File: src/rtl/eff_pkg.sv
// ----------------------------------------------------------------------------
// eff_pkg
// Shared types and constants of the escaped frame field extractor.
// ----------------------------------------------------------------------------
`default_nettype none

package eff_pkg;

  // Default window geometry.
  localparam int FRAME_BYTES_DEF = 22;
  localparam int HEAD_BYTES_DEF  = 14;

  // Decoded payload bytes that make up the three 32-bit fields.
  localparam int FIELD_BYTES = 12;
  localparam int FIELD_IDX_W = $clog2(FIELD_BYTES + 1);

  // Result queue depth, a power of two.
  localparam int RES_DEPTH = 2;

  // Register reset values.
  localparam logic [7:0] START_BYTE_RST  = 8'h7E;
  localparam logic [7:0] END_BYTE_RST    = 8'h0A;
  localparam logic [7:0] ESCAPE_BYTE_RST = 8'h1B;

  localparam int CFG_IDX_W = 2;

  typedef enum logic [CFG_IDX_W-1:0] {
    CFG_START  = 2'd0,
    CFG_END    = 2'd1,
    CFG_ESCAPE = 2'd2
  } cfg_idx_t;

  typedef struct packed {
    logic [7:0] start_byte;
    logic [7:0] end_byte;
    logic [7:0] escape_byte;
  } cfg_t;

  typedef struct packed {
    logic [31:0] x_value;
    logic [31:0] y_value;
    logic [31:0] weight_value;
    logic        frame_ok;
  } result_t;

endpackage

`default_nettype wire

File: src/rtl/eff_front.sv
// ----------------------------------------------------------------------------
// eff_front
// Byte front end: tracks the window position, compares the head against the
// last stored head, decodes escapes and assembles the three fields.
// ----------------------------------------------------------------------------
`default_nettype none

module eff_front
  import eff_pkg::*;
#(
  parameter int FRAME_BYTES = FRAME_BYTES_DEF,
  parameter int HEAD_BYTES  = HEAD_BYTES_DEF
) (
  input  wire logic    clk,
  input  wire logic    rst_n,
  input  wire cfg_t    cfg,
  input  wire logic    byte_vld,
  input  wire logic [7:0] byte_data,
  output logic         res_push,
  output result_t      res_data
);

  localparam int POS_W      = $clog2(FRAME_BYTES);
  localparam int HEAD_IDX_W = (HEAD_BYTES > 1) ? $clog2(HEAD_BYTES) : 1;
  localparam int CMP_W      = POS_W + 6;

  logic [POS_W-1:0]       pos_r;
  logic                   match_r, match_nxt;
  logic                   start_r, start_nxt;
  logic                   esc_r, esc_nxt;
  logic [FIELD_IDX_W-1:0] idx_r, idx_nxt;
  logic [7:0]             fld_r   [FIELD_BYTES];
  logic [7:0]             fld_nxt [FIELD_BYTES];
  logic                   prev_vld_r;
  logic                   sel_r;

  // Two head banks: the one chosen by sel_r holds the last stored head, the
  // other collects the head of the running window.
  logic [7:0] bank0_r [HEAD_BYTES];
  logic [7:0] bank1_r [HEAD_BYTES];

  logic [HEAD_IDX_W-1:0] head_idx;
  logic                  in_head;
  logic [7:0]            prev_byte;
  logic                  last;
  logic                  dup;
  logic                  ok;

  always_comb begin
    head_idx  = HEAD_IDX_W'(pos_r);
    in_head   = CMP_W'(pos_r) < CMP_W'(HEAD_BYTES);
    prev_byte = sel_r ? bank1_r[head_idx] : bank0_r[head_idx];
    last      = (pos_r == POS_W'(FRAME_BYTES - 1));

    match_nxt = match_r & ~(in_head & (byte_data != prev_byte));
    start_nxt = (pos_r == '0) ? (byte_data == cfg.start_byte) : start_r;

    fld_nxt = fld_r;
    idx_nxt = idx_r;
    esc_nxt = esc_r;
    if ((pos_r >= POS_W'(2)) && (idx_r != FIELD_IDX_W'(FIELD_BYTES))) begin
      if (esc_r) begin
        esc_nxt        = 1'b0;
        fld_nxt[idx_r] = cfg.escape_byte ^ byte_data;
        idx_nxt        = idx_r + 1'b1;
      end else if (byte_data == cfg.escape_byte) begin
        esc_nxt = 1'b1;
      end else begin
        fld_nxt[idx_r] = byte_data;
        idx_nxt        = idx_r + 1'b1;
      end
    end
    // An escape still open at the window end decodes as the escape byte.
    if (last && esc_nxt && (idx_nxt != FIELD_IDX_W'(FIELD_BYTES))) begin
      fld_nxt[idx_nxt] = cfg.escape_byte;
    end

    dup      = prev_vld_r & match_nxt;
    res_push = byte_vld & last & ~dup;
    ok       = start_nxt & (byte_data == cfg.end_byte);

    res_data.frame_ok     = ok;
    res_data.x_value      = ok ? {fld_nxt[3], fld_nxt[2], fld_nxt[1], fld_nxt[0]} : '0;
    res_data.y_value      = ok ? {fld_nxt[7], fld_nxt[6], fld_nxt[5], fld_nxt[4]} : '0;
    res_data.weight_value = ok ? {fld_nxt[11], fld_nxt[10], fld_nxt[9], fld_nxt[8]} : '0;
  end

  always_ff @(posedge clk) begin
    if (!rst_n) begin
      pos_r      <= '0;
      match_r    <= 1'b1;
      start_r    <= 1'b0;
      esc_r      <= 1'b0;
      idx_r      <= '0;
      prev_vld_r <= 1'b0;
      sel_r      <= 1'b0;
      for (int i = 0; i < FIELD_BYTES; i++) begin
        fld_r[i] <= '0;
      end
    end else if (byte_vld) begin
      if (last) begin
        pos_r   <= '0;
        match_r <= 1'b1;
        start_r <= 1'b0;
        esc_r   <= 1'b0;
        idx_r   <= '0;
        for (int i = 0; i < FIELD_BYTES; i++) begin
          fld_r[i] <= '0;
        end
        if (!dup) begin
          prev_vld_r <= 1'b1;
          sel_r      <= ~sel_r;
        end
      end else begin
        pos_r   <= pos_r + 1'b1;
        match_r <= match_nxt;
        start_r <= start_nxt;
        esc_r   <= esc_nxt;
        idx_r   <= idx_nxt;
        fld_r   <= fld_nxt;
      end
    end
  end

  always_ff @(posedge clk) begin
    if (byte_vld && in_head) begin
      if (sel_r) begin
        bank0_r[head_idx] <= byte_data;
      end else begin
        bank1_r[head_idx] <= byte_data;
      end
    end
  end

endmodule

`default_nettype wire

File: src/rtl/eff_fifo.sv
// ----------------------------------------------------------------------------
// eff_fifo
// Short result queue between the byte front end and the result port.
// ----------------------------------------------------------------------------
`default_nettype none

module eff_fifo
  import eff_pkg::*;
(
  input  wire logic    clk,
  input  wire logic    rst_n,
  input  wire logic    push,
  input  wire result_t push_data,
  input  wire logic    pop,
  output logic         full,
  output logic         empty,
  output result_t      head_data
);

  localparam int PTR_W = (RES_DEPTH > 1) ? $clog2(RES_DEPTH) : 1;
  localparam int CNT_W = $clog2(RES_DEPTH + 1);

  result_t          mem_r [RES_DEPTH];
  logic [PTR_W-1:0] wr_ptr_r, rd_ptr_r;
  logic [CNT_W-1:0] cnt_r;
  logic             do_push, do_pop;

  assign full      = (cnt_r == CNT_W'(RES_DEPTH));
  assign empty     = (cnt_r == '0);
  assign do_push   = push & ~full;
  assign do_pop    = pop & ~empty;
  assign head_data = mem_r[rd_ptr_r];

  always_ff @(posedge clk) begin
    if (!rst_n) begin
      wr_ptr_r <= '0;
      rd_ptr_r <= '0;
      cnt_r    <= '0;
    end else begin
      if (do_push) begin
        wr_ptr_r <= wr_ptr_r + 1'b1;
      end
      if (do_pop) begin
        rd_ptr_r <= rd_ptr_r + 1'b1;
      end
      if (do_push && !do_pop) begin
        cnt_r <= cnt_r + 1'b1;
      end else if (do_pop && !do_push) begin
        cnt_r <= cnt_r - 1'b1;
      end
    end
  end

  always_ff @(posedge clk) begin
    if (do_push) begin
      mem_r[wr_ptr_r] <= push_data;
    end
  end

endmodule

`default_nettype wire

File: src/rtl/escaped_frame_field_extractor_top.sv
// ----------------------------------------------------------------------------
// escaped_frame_field_extractor_top
// Deframer for byte-stuffed frames carrying three 32-bit little-endian fields.
// ----------------------------------------------------------------------------
// Usage:
//   Received bytes enter as queue pushes (in_push / in_full), one beat per
//   byte, and are grouped into windows of FRAME_BYTES bytes. A window whose
//   first HEAD_BYTES bytes repeat the last stored head is dropped; every
//   other window yields one result beat on the output queue (out_empty /
//   out_pop) carrying x, y, weight and frame_ok. Values are zero when the
//   window did not open with the start byte and close with the end byte.
//   The input takes one byte every cycle while in_full is low. A result is
//   queued in the cycle after the last byte of its window was accepted.
//   Results wait in a two-entry queue; in_full rises only while both entries
//   are occupied, which takes the receiver stalling across two whole windows.
//   The configuration port (cfg_valid / cfg_ready, always ready) sets the
//   start, end and escape bytes; write it only while the block is idle.
//   Reset is synchronous: it restores the register defaults, starts a fresh
//   window, forgets the stored head and empties the result queue.
// ----------------------------------------------------------------------------
`default_nettype none

module escaped_frame_field_extractor_top
  import eff_pkg::*;
#(
  parameter int FRAME_BYTES = FRAME_BYTES_DEF,
  parameter int HEAD_BYTES  = HEAD_BYTES_DEF
) (
  input  wire logic                 clk,
  input  wire logic                 rst_n,
  // Byte input queue.
  input  wire logic                 in_push,
  output logic                      in_full,
  input  wire logic [7:0]           in_rx_byte,
  // Result output queue.
  output logic                      out_empty,
  input  wire logic                 out_pop,
  output logic [31:0]               out_x_value,
  output logic [31:0]               out_y_value,
  output logic [31:0]               out_weight_value,
  output logic                      out_frame_ok,
  // Configuration write channel.
  input  wire logic                 cfg_valid,
  output logic                      cfg_ready,
  input  wire logic [CFG_IDX_W-1:0] cfg_index,
  input  wire logic [7:0]           cfg_data
);

  cfg_t    cfg_r;
  logic    byte_acc;
  logic    res_push;
  result_t res_data;
  result_t head_data;

  // Registers are always writable; an unknown index is ignored.
  assign cfg_ready = 1'b1;

  always_ff @(posedge clk) begin
    if (!rst_n) begin
      cfg_r.start_byte  <= START_BYTE_RST;
      cfg_r.end_byte    <= END_BYTE_RST;
      cfg_r.escape_byte <= ESCAPE_BYTE_RST;
    end else if (cfg_valid && cfg_ready) begin
      case (cfg_index)
        CFG_START:  cfg_r.start_byte  <= cfg_data;
        CFG_END:    cfg_r.end_byte    <= cfg_data;
        CFG_ESCAPE: cfg_r.escape_byte <= cfg_data;
        default: begin
        end
      endcase
    end
  end

  // A byte is taken whenever the result queue has room, so a window end can
  // always deposit its result.
  assign byte_acc = in_push & ~in_full;

  eff_front #(
    .FRAME_BYTES(FRAME_BYTES),
    .HEAD_BYTES (HEAD_BYTES)
  ) u_front (
    .clk      (clk),
    .rst_n    (rst_n),
    .cfg      (cfg_r),
    .byte_vld (byte_acc),
    .byte_data(in_rx_byte),
    .res_push (res_push),
    .res_data (res_data)
  );

  eff_fifo u_fifo (
    .clk      (clk),
    .rst_n    (rst_n),
    .push     (res_push),
    .push_data(res_data),
    .pop      (out_pop),
    .full     (in_full),
    .empty    (out_empty),
    .head_data(head_data)
  );

  assign out_x_value      = head_data.x_value;
  assign out_y_value      = head_data.y_value;
  assign out_weight_value = head_data.weight_value;
  assign out_frame_ok     = head_data.frame_ok;

endmodule

`default_nettype wire

File: config.mk
export PLATFORM = sky130hd
export DESIGN_NAME = escaped_frame_field_extractor_top
export DESIGN_NICKNAME = d
export VERILOG_FILES = /design/src/rtl/eff_pkg.sv /design/src/rtl/eff_front.sv /design/src/rtl/eff_fifo.sv /design/src/rtl/escaped_frame_field_extractor_top.sv
export SDC_FILE = /design/constraint.sdc
export NUM_CORES = 1
export LEC_CHECK = 0
export ABC_AREA = 1
export ABC_CLOCK_PERIOD_IN_PS = 13400
export BUFFER_PORTS_ARGS = -buffer_cell sky130_fd_sc_hd__buf_2
export CAP_MARGIN = 20
export CORE_ASPECT_RATIO = 0.6
export CORE_UTILIZATION = 40
export CTS_BUF_LIST = sky130_fd_sc_hd__clkbuf_16
export CTS_CLUSTER_DIAMETER = 50
export DETAILED_ROUTE_END_ITERATION = 16
export GPL_TIMING_DRIVEN = 0
export SKIP_CTS_REPAIR_TIMING = 1
export SYNTH_ARGS = -nofsm -noshare
export SYNTH_HDL_FRONTEND = slang
export SYNTH_SLANG_ARGS = --single-unit
File: constraint.sdc
create_clock -name clk -period 13.4 [get_ports clk]
set_clock_uncertainty 0.05 [all_clocks]
set_input_delay 1.34 -clock clk [delete_from_list [all_inputs] [get_ports clk]]
set_output_delay 1.34 -clock clk [all_outputs]
set_load 0.01 [all_outputs]
# Yosys cells after proc, flatten, opt, wreduce, memory -nomap -nowiden
# Memories as Yosys holds them, arrays and structs flattened. A register that Yosys moved wholly into a read port is not among the register bits.
# Cells that the tools add are included.
[totals]
input_bits = 23
ramBits = 418
output_inout_bits = 100
register_bits = 138
memories = 3
[mem_list]
columns = ["memory", "depth", "word_bits", "read_ports", "rd_clocked_by_memory_dff", "write_ports", "line_no", "text"]
rows = [
  ["u_fifo.mem_r", 2, 97, 1, 1, 1, "eff_fifo.sv:23", "result_t mem_r [RES_DEPTH];"],
  ["u_front.bank0_r", 14, 8, 1, 1, 1, "eff_front.sv:39", "logic [7:0] bank0_r [HEAD_BYTES];"],
  ["u_front.bank1_r", 14, 8, 1, 1, 1, "eff_front.sv:40", "logic [7:0] bank1_r [HEAD_BYTES];"],
]
[classes]
addsub = 6
mux = 44
magnitude_cmp = 6
bitwise = 17
n_reduce_logical = 18
n_eq_ne = 10
[ops]
columns = ["operator", "n"]
rows = [
  ["$mux 96", 5],
  ["$bwmux 96", 3],
  ["$mux 32", 3],
  ["$demux 8 s4", 2],
  ["$mux 4", 8],
  ["$eq 8x8->1", 3],
  ["$mux 8", 3],
  ["$mux 1", 17],
  ["$ge 5x5->1 const B", 2],
  ["$lt 5x1->1 const B", 2],
  ["$not 4->5", 2],
  ["$and 1x1->1", 9],
  ["$logic_and 1x1->1", 8],
  ["$ne 4x4->1 const B", 2],
  ["$ne 8x8->1", 1],
  ["$xor 8x8->8", 1],
  ["$reduce_and 2->1", 3],
  ["$add 5x1->5 const B", 1],
  ["$eq 5x5->1 const B", 1],
  ["$ge 5x2->1 const B", 1],
  ["$logic_not 5->1", 1],
  ["$lt 5x4->1 const B", 1],
  ["$mux 5", 1],
  ["$not 1->1", 5],
  ["11 further kinds", 16],
]

# Longest topological paths before layout
# Gate-level depths: netlist of run 1.
[depth]
ltp_word = 13
mapped_depth = 25
depth_no_buf = 24

# Cells and area by module
# A second synthesis of run 1 with hierarchy kept.
[unflattened]
cells_unflattened = 2757
hier_area_um2 = 26263.9
[by_module_without_submodules]
columns = ["module", "cells_each", "area_each_um2", "n_inst"]
rows = [
  ["eff_front", 2280, 17917.2, 1],
  ["eff_fifo", 340, 7358.3, 1],
  ["escaped_frame_field_extractor_top", 137, 988.4, 1],
]

# Least setup slack after synthesis of run 1
# No wires, ideal clock.
[synth_timing]
kind = "input port to flip-flop"
from = "input port in_rx_byte[2]"
to = "memory u_fifo.mem_r[0][0] (netlist bit), enable pin"
cell_stages = 11
setup_time_ns = 0.553
arrival_ns = 6.207
path_buffers = 1
setup_slack_ns = 6.590
path_cell_list = "clkbuf_1 -> inv_1 -> nand3_1 -> nand2_1 -> nand2_1 -> nor2_1 -> nand2_1 -> nand2_1 -> nand3_1 -> nand2_1 -> nor2_1"
[synth_via]
elab_chain_len = 10
[synth_lines]
columns = ["item", "line_no", "text"]
rows = [
  ["start: declaration", "escaped_frame_field_extractor_top.sv:34", "input wire logic [7:0] in_rx_byte,"],
  ["$ne 8x8->1", "eff_front.sv:55", "match_nxt = match_r & ~(in_head & (byte_data != prev_byte));"],
  ["$and 1x1->1", "eff_front.sv:55", ""],
  ["$not 1->1", "eff_front.sv:55", ""],
  ["$and 1x1->1", "eff_front.sv:55", ""],
  ["$and 1x1->1", "eff_front.sv:78", "dup = prev_vld_r & match_nxt;"],
  ["$not 1->1", "eff_front.sv:79", "res_push = byte_vld & last & ~dup;"],
  ["$and 1x1->1", "eff_front.sv:79", ""],
  ["$and 1x1->1", "eff_fifo.sv:30", "assign do_push = push & ~full;"],
  ["$mux 1", "eff_fifo.sv:55", "if (do_push) begin"],
  ["$mux 1 (not written as such)", "eff_fifo.sv:56", "mem_r[wr_ptr_r] <= push_data;"],
  ["end: declaration", "eff_fifo.sv:23", ""],
]
# Every way passes these cells.

==> results of run 1 <==
cells in the final DEF, fill, tap and decap left out, drive strengths merged, types with 5 or more instances in the layout:
cell type / instances
a21oi: 232
a22oi: 79
buf: 177
bufinv: 6
clkbuf: 187
clkinv: 23
dfxtp: 143
edfxtp: 418
ha: 9
inv: 189
mux2: 97
nand2: 818
nand3: 221
nand4: 69
nor2: 95
nor3: 18
o21ai: 54
o22ai: 92
or2: 5
xnor2: 16
xor2: 8
stage by stage:
stage | power, W | std cells
2_1_floorplan | 0.00215 | 2732
3_3_place_gp | 0.00233 | 3704
3_5_place_dp | 0.00233 | 3715
4_1_cts | 0.00391 | 3818
5_1_grt | 0.00402 | 3819
6_report | 0.00391 | 3821
sequential cells by signal (all words and copies together), names as in the netlist, named ones only:
name and cells:
u_front.idx_r 4, u_fifo.mem_r 194, u_fifo.rd_ptr_r 1, u_front.match_r 1, u_front.prev_vld_r 1, u_front.bank1_r 112, u_front.esc_r 1, u_front.sel_r 1
u_fifo.cnt_r 2, cfg_r 24, u_front.fld_r 96, u_front.pos_r 5, u_front.bank0_r 112, u_fifo.wr_ptr_r 1, u_front.start_r 1
synthesized netlist by cell type, drive strengths merged, types with 2 or more instances:
master	number
nand2	818
edfxtp	418
a21oi	232
nand3	221
inv	170
dfxtp	143
clkbuf	131
mux2	97
nor2	95
o22ai	92
a22oi	79
nand4	69
o21ai	54
buf	44
nor3	18
xnor2	16
ha	9
xor2	8
or2	5
o211ai	4
clkinv	2
worst max-delay path: cells and delay by family:
kind,cells,cell delay (ns)
buffers and inverters,5,2.33
and+or+nand+nor,2,0.48
xor gates and xnor gates,1,0.19
AOI/OAI and AO/OA,2,1.01
logic make-up after synthesis:
kind of cell,after synthesis
and+or+nand+nor,1228
DFF,561
AOI/OAI and AO/OA,465
buffers and inverters,347
muxes,97
xor gates and xnor gates,24
adders and majority gates,9
other,1
power by group through the flow:
stage	clock [W]	combinational (W)	sequential, W
after floorplan	0	0.000236	0.00191
after global placement	0	0.000414	0.00191
after detailed placement	0	0.000419	0.00192
after CTS	0.00161	0.000421	0.00188
after global routing	0.00168	0.000462	0.00188
final	0.00159	0.000438	0.00188
metal layers:
metal	routed length (microns)	share of wire (%)	GRT usage (%)
met3	12900	14	8.01
met4	1740	1.9	6.27
met2	34000	36	34.7
met5	0	0	0
met1	45200	48	45.8
path summary, 6_finish.rpt:
kind | cells after the start | end | startpoint
worst max-delay path | 10 | u_fifo.mem_r[0][66] | in_rx_byte[6]
worst min-delay path | 2 | u_front.fld_r[5] | u_front.fld_r[5]
worst max register to register | 18 | u_fifo.mem_r[0][9] | flop
worst min register to register | 2 | u_front.fld_r[5] | u_front.fld_r[5]
layout make-up:
cell class                 instances  area (sq um)  area share (%)
buffer                           175           751            2.52
antenna                            2          5.00          0.0168
clock buffer                      56          1400            4.70
timing repair buffer             133           779            2.62
inverter                         172           648            2.18
tap                              851          1060            3.57
multi-input combinational       1824          9310            31.2
clock inverter                    47           417            1.40
sequential                       561         15400            51.7
==> reports/qor.yml, run 1 <==
grt:
  grt_overflow: 0
  antenna_found_initial: 3
  grt_max_degree: 56
  track_usage_pct: 27.9
  grt_first_pass_wirelength_microns: 135000
  grt_pass1_vias: 20400
power:
  pwr-share-comb_pct: 11.2
  p_leak_nw: 11.0
  clkPwrFrac_pct: 40.8
  ir_drop_mv: 0.0952
  p_per_area_nw_per_um2: 131
  power_frac_seq_pct: 48.0
  swShare_pct: 26.7
  internal_power_w: 0.00287
  power_switching_w: 0.00104
die:
  core_area_sq_um: 64400
  fp.dieW_microns: 332
  io_pins: 123
  num_rows: 72
  die_y_microns: 200
  start_util_pct: 40.5
  die_area_sq_um: 66300
logic_synthesis:
  yosys_warnings: 0
  synth_top_cell_area_share_pct: 48.1
  syn-num-nets: 2764
  syn_area_per_cell_sq_um: 9.55
  seq_area_frac_synth_pct: 59.1
  synth_enable_flop_cells: 418
  synth.distinct_cells: 40
  synthSimpleGateAreaFrac_pct: 19.8
  yosys.area_share.adder_pct: 0.432
  synthXorXnorAreaFrac_pct: 0.806
  synth_ff_type: "edfxtp_1"
  synthArstFlopShare_pct: 0
  syn_inst: 2732
  synth_top_cell_by_area: "edfxtp_1"
  syn_area_sq_um: 26100
  synthMuxAreaShare_pct: 4.19
  synth_compound_area_share_pct: 10.2
  synth_top_family_by_area: "simple AND/OR/NAND/NOR gates"
  synth-seq-cells: 561
  synth_area_leaders: "edfxtp_1 48%, nand2_1 12%, dfxtp_1 11%"
timing:
  rsz0062_at_grt: "no"
  maxSlewViolCount: 0
  hold_violations: 0
  relSlewSlack_pct: 13.5
  max_freq_ghz: 0.198
  finalCritPeriodShare_pct: 37.7
  setup_viol: 0
  worstMarginPinSlew_ns: 1.30
  tns_ns: 0
  finalWorstSetupSlack_ns: 8.35
  hold_slack_ns: 0.418
  fin_crit_ns: 5.05
setup_path:
  max_stage_delay_ns: 0.56
  cp.required_ns: 13.74
  arrival_ns: 5.38
  path_cells: "buf_2, clkbuf_1, xnor2_1, nand4_1, o41ai_1, and2_1, clkinv_1, clkbuf_1, clkbuf_1, a21oi_1"
  crit_slowest_cell: "clkbuf_1"
  cp-end-kind: "flop"
  path_class: "input pin to flop"
  worstSetupStartpointType: "input pin"
  crit_path_frequent_cell: "clkbuf_1"
  reg2reg_slack_ns: 8.56
  crit_fanout: 29
clock_network:
  cts_buffers: 55
  cts-root-buf: "clkbuf_16"
  h-tree-depth: 2
  cts_buffer_depth: 3
  cts_tree: "yes"
  clk_pin_slew_ns: 0.07
  clk_latency_ns: 0.66
  cts_sinks: 561
final_layout:
  drive_gt1_share_pct: 13.0
  fillers: 6088
  final_area_sq_um: 29800
  fin_util_pct: 46.2
  syn_to_final_growth_pct: 14.2
  fin_nets: 2954
flow_run:
  drv_cap: 0
detailed_routing:
  drcViolationCount: 0
  vias_per_cell: 5.82
  num_vias: 22200
  drtAntennaViolNets: 0
  first_pass_iters: 13
  wl_per_cell_microns: 24.6
  drt_iter0_markers: 3306
  routed_wl_microns: 93800
hold_path:
  hold_path.class: "flop to flop"
placement:
  portBuffers: 121
  gp_congestion: 1.01
  place_area_sq_um: 28000
  pre_cts_slack_ns: 7.88
  dp_hpwl_microns: 67700
outcome:
  run_status: "finished clean"
No activity file was read; power rests on OpenSTA's default activity.
==> run 2, diff against run 1 <==
- ABC_CLOCK_PERIOD_IN_PS: 13400 -> 4400
- clock period: 13.4 -> 4.4 ns (I/O delays scaled with it)
==> run 2 against run 1 <==
Against the previous run:
- hold slack got worse by 0.36 ns
- cell count barely moved
- clock power rose to 3.1 times the previous value
- non-clock buffer count rose by 1
- critical path depth did not move
- clock-buffer cell count rose by 1
- design area rose by 0.29%
- wire length rose by 0.12%
- power rose to 3.1 times the previous value
- setup slack got worse by 8.2 ns
- critical path type unchanged
- largest power group unchanged
- highest routed layer is now met5
==> reports/qor.yml, run 2 (synthesized netlist as in run 1, its figures left out) <==
detailed_routing:
  routed_wl_microns: 94000
  drtAntennaViolNets: 0
  num_vias: 22100
  first_pass_iters: 12
  drt_iter0_markers: 3043
  drcViolationCount: 0
  wl_per_cell_microns: 24.6
  vias_per_cell: 5.79
clock_network:
  h-tree-depth: 2
  cts_tree: "yes"
  clk_pin_slew_ns: 0.06
  clk_latency_ns: 0.64
  cts-root-buf: "clkbuf_16"
  cts_buffers: 56
  cts_buffer_depth: 3
  cts_sinks: 561
grt:
  grt_max_degree: 58
  track_usage_pct: 27.9
  grt_overflow: 0
  grt_pass1_vias: 20100
  antenna_found_initial: 1
  grt_first_pass_wirelength_microns: 135000
  grt_use_met1_pct: 45.7
  use_met3_pct: 7.90
  use_met2_pct: 34.7
  busiest_layer: "met1"
final_layout:
  syn_to_final_growth_pct: 14.6
  largest_reg_flops: 194
  final_cells: 3819
  num_antenna_cells: 0
  final_common_cell: "nand2_1"
  final_cell_mix: "815 x nand2_1, 418 x edfxtp_1, 232 x a21oi_1, 217 x nand3_1, 173 x inv_1"
  final_area_sq_um: 29900
  fin_nets: 2956
  regMostFlops: "u_fifo.mem_r"
  drive_gt1_share_pct: 13.6
  top_regs: "u_fifo.mem_r (194), u_front.bank0_r (112), u_front.bank1_r (112)"
die:
  io_pins: 123
  start_util_pct: 40.5
  num_rows: 72
  die_y_microns: 200
  core_area_sq_um: 64400
  fp.dieW_microns: 332
  die_area_sq_um: 66300
setup_path:
  crit_fanout: 29
  path_cells: "buf_2, clkbuf_1, xnor2_1, nand4_1, o41ai_1, and2_1, clkinv_1, clkbuf_1, clkbuf_1, a21oi_1"
  crit_slowest_cell: "a21oi_1"
  worstSetupStartpointType: "input pin"
  arrival_ns: 4.58
  max_stage_delay_ns: 0.63
  crit_path_frequent_cell: "clkbuf_1"
  path_delay_family: "buffers and inverters"
  cp_num_buf_inv: 5
  path_class: "input pin to flop"
  cp.required_ns: 4.70
  cp-end-kind: "flop"
timing:
  fin_crit_ns: 4.27
  setup_viol: 0
  rsz0062_at_grt: "no"
  worstMarginPinSlew_ns: 1.31
  finalCritPeriodShare_pct: 97.1
  max_freq_ghz: 0.234
  relSlewSlack_pct: 12.5
  maxSlewViolCount: 0
  hold_violations: 0
power:
  total_power_w: 0.0119
  ir_drop_mv: 0.277
  p_leak_nw: 11.0
  p_per_area_nw_per_um2: 400
hold_path:
  hold_path.class: "input pin to flop"
outcome:
  run_status: "finished clean"
placement:
  gp_congestion: 0.990
  place_area_sq_um: 27900
  portBuffers: 121
  dp.cells: 3713
  dp_hpwl_microns: 68000
flow_run:
  drv_cap: 0
run 2: per-stage QoR:
stage | setup TNS [ns] | hold slack (ns) | utilization, % | worst slack (ns)
final | 0 | 0.0537 | 46.4 | 0.127
after global routing | 0 | 0.0680 | 46.4 | 0.0224
after CTS | -11.89 | 0.0334 | 46.3 | -0.237
after detailed placement | -14.11 | 0.406 | 43.4 | -0.259
after global placement | -383.12 | 0.402 | 43.1 | -2.35
after floorplan | 0 | 0.389 | - | 0.116
run 2: tightest hold or removal path, stage by stage:
cell	delay, ns
buf_2	0.12
nand2_1	0.06
nand3_1	0.07
run 2: worst paths after layout:
check	start	to	slack, ns	cells after the start
hold reg to reg	u_front.fld_r[33]	u_front.fld_r[33]	0.42	2
hold / removal	cfg_data[2]	cfg_r[18]	0.05	3
setup / recovery	in_rx_byte[6]	u_fifo.mem_r[1][69]	0.13	10
setup reg to reg	flop	u_fifo.mem_r[1][79]	0.19	19
run 2: final cells by class:
class / instances / area [sq um]
fillers: 6037 / 34500
flip-flops and latches: 561 / 15400
plain buffers: 174 / 769
clock inverters: 45 / 425
inverters: 172 / 651
clock buffers: 57 / 1430
repair buffers: 135 / 807
multi-input cells: 1824 / 9320
well taps: 851 / 1060
run 2: where the power goes:
part | switching (W) | internal (W)
Combinational | 0.000967 | 0.000346
Sequential | 0.0000354 | 0.00569
Clock | 0.00213 | 0.00277
Total | 0.00313 | 0.00881
run 2: layer usage:
layer / part of all wire [%] / routed length (microns)
met5: 0.092 / 86
met3: 13 / 11800
met2: 36 / 33800
met1: 49 / 46400
met4: 1.9 / 1800
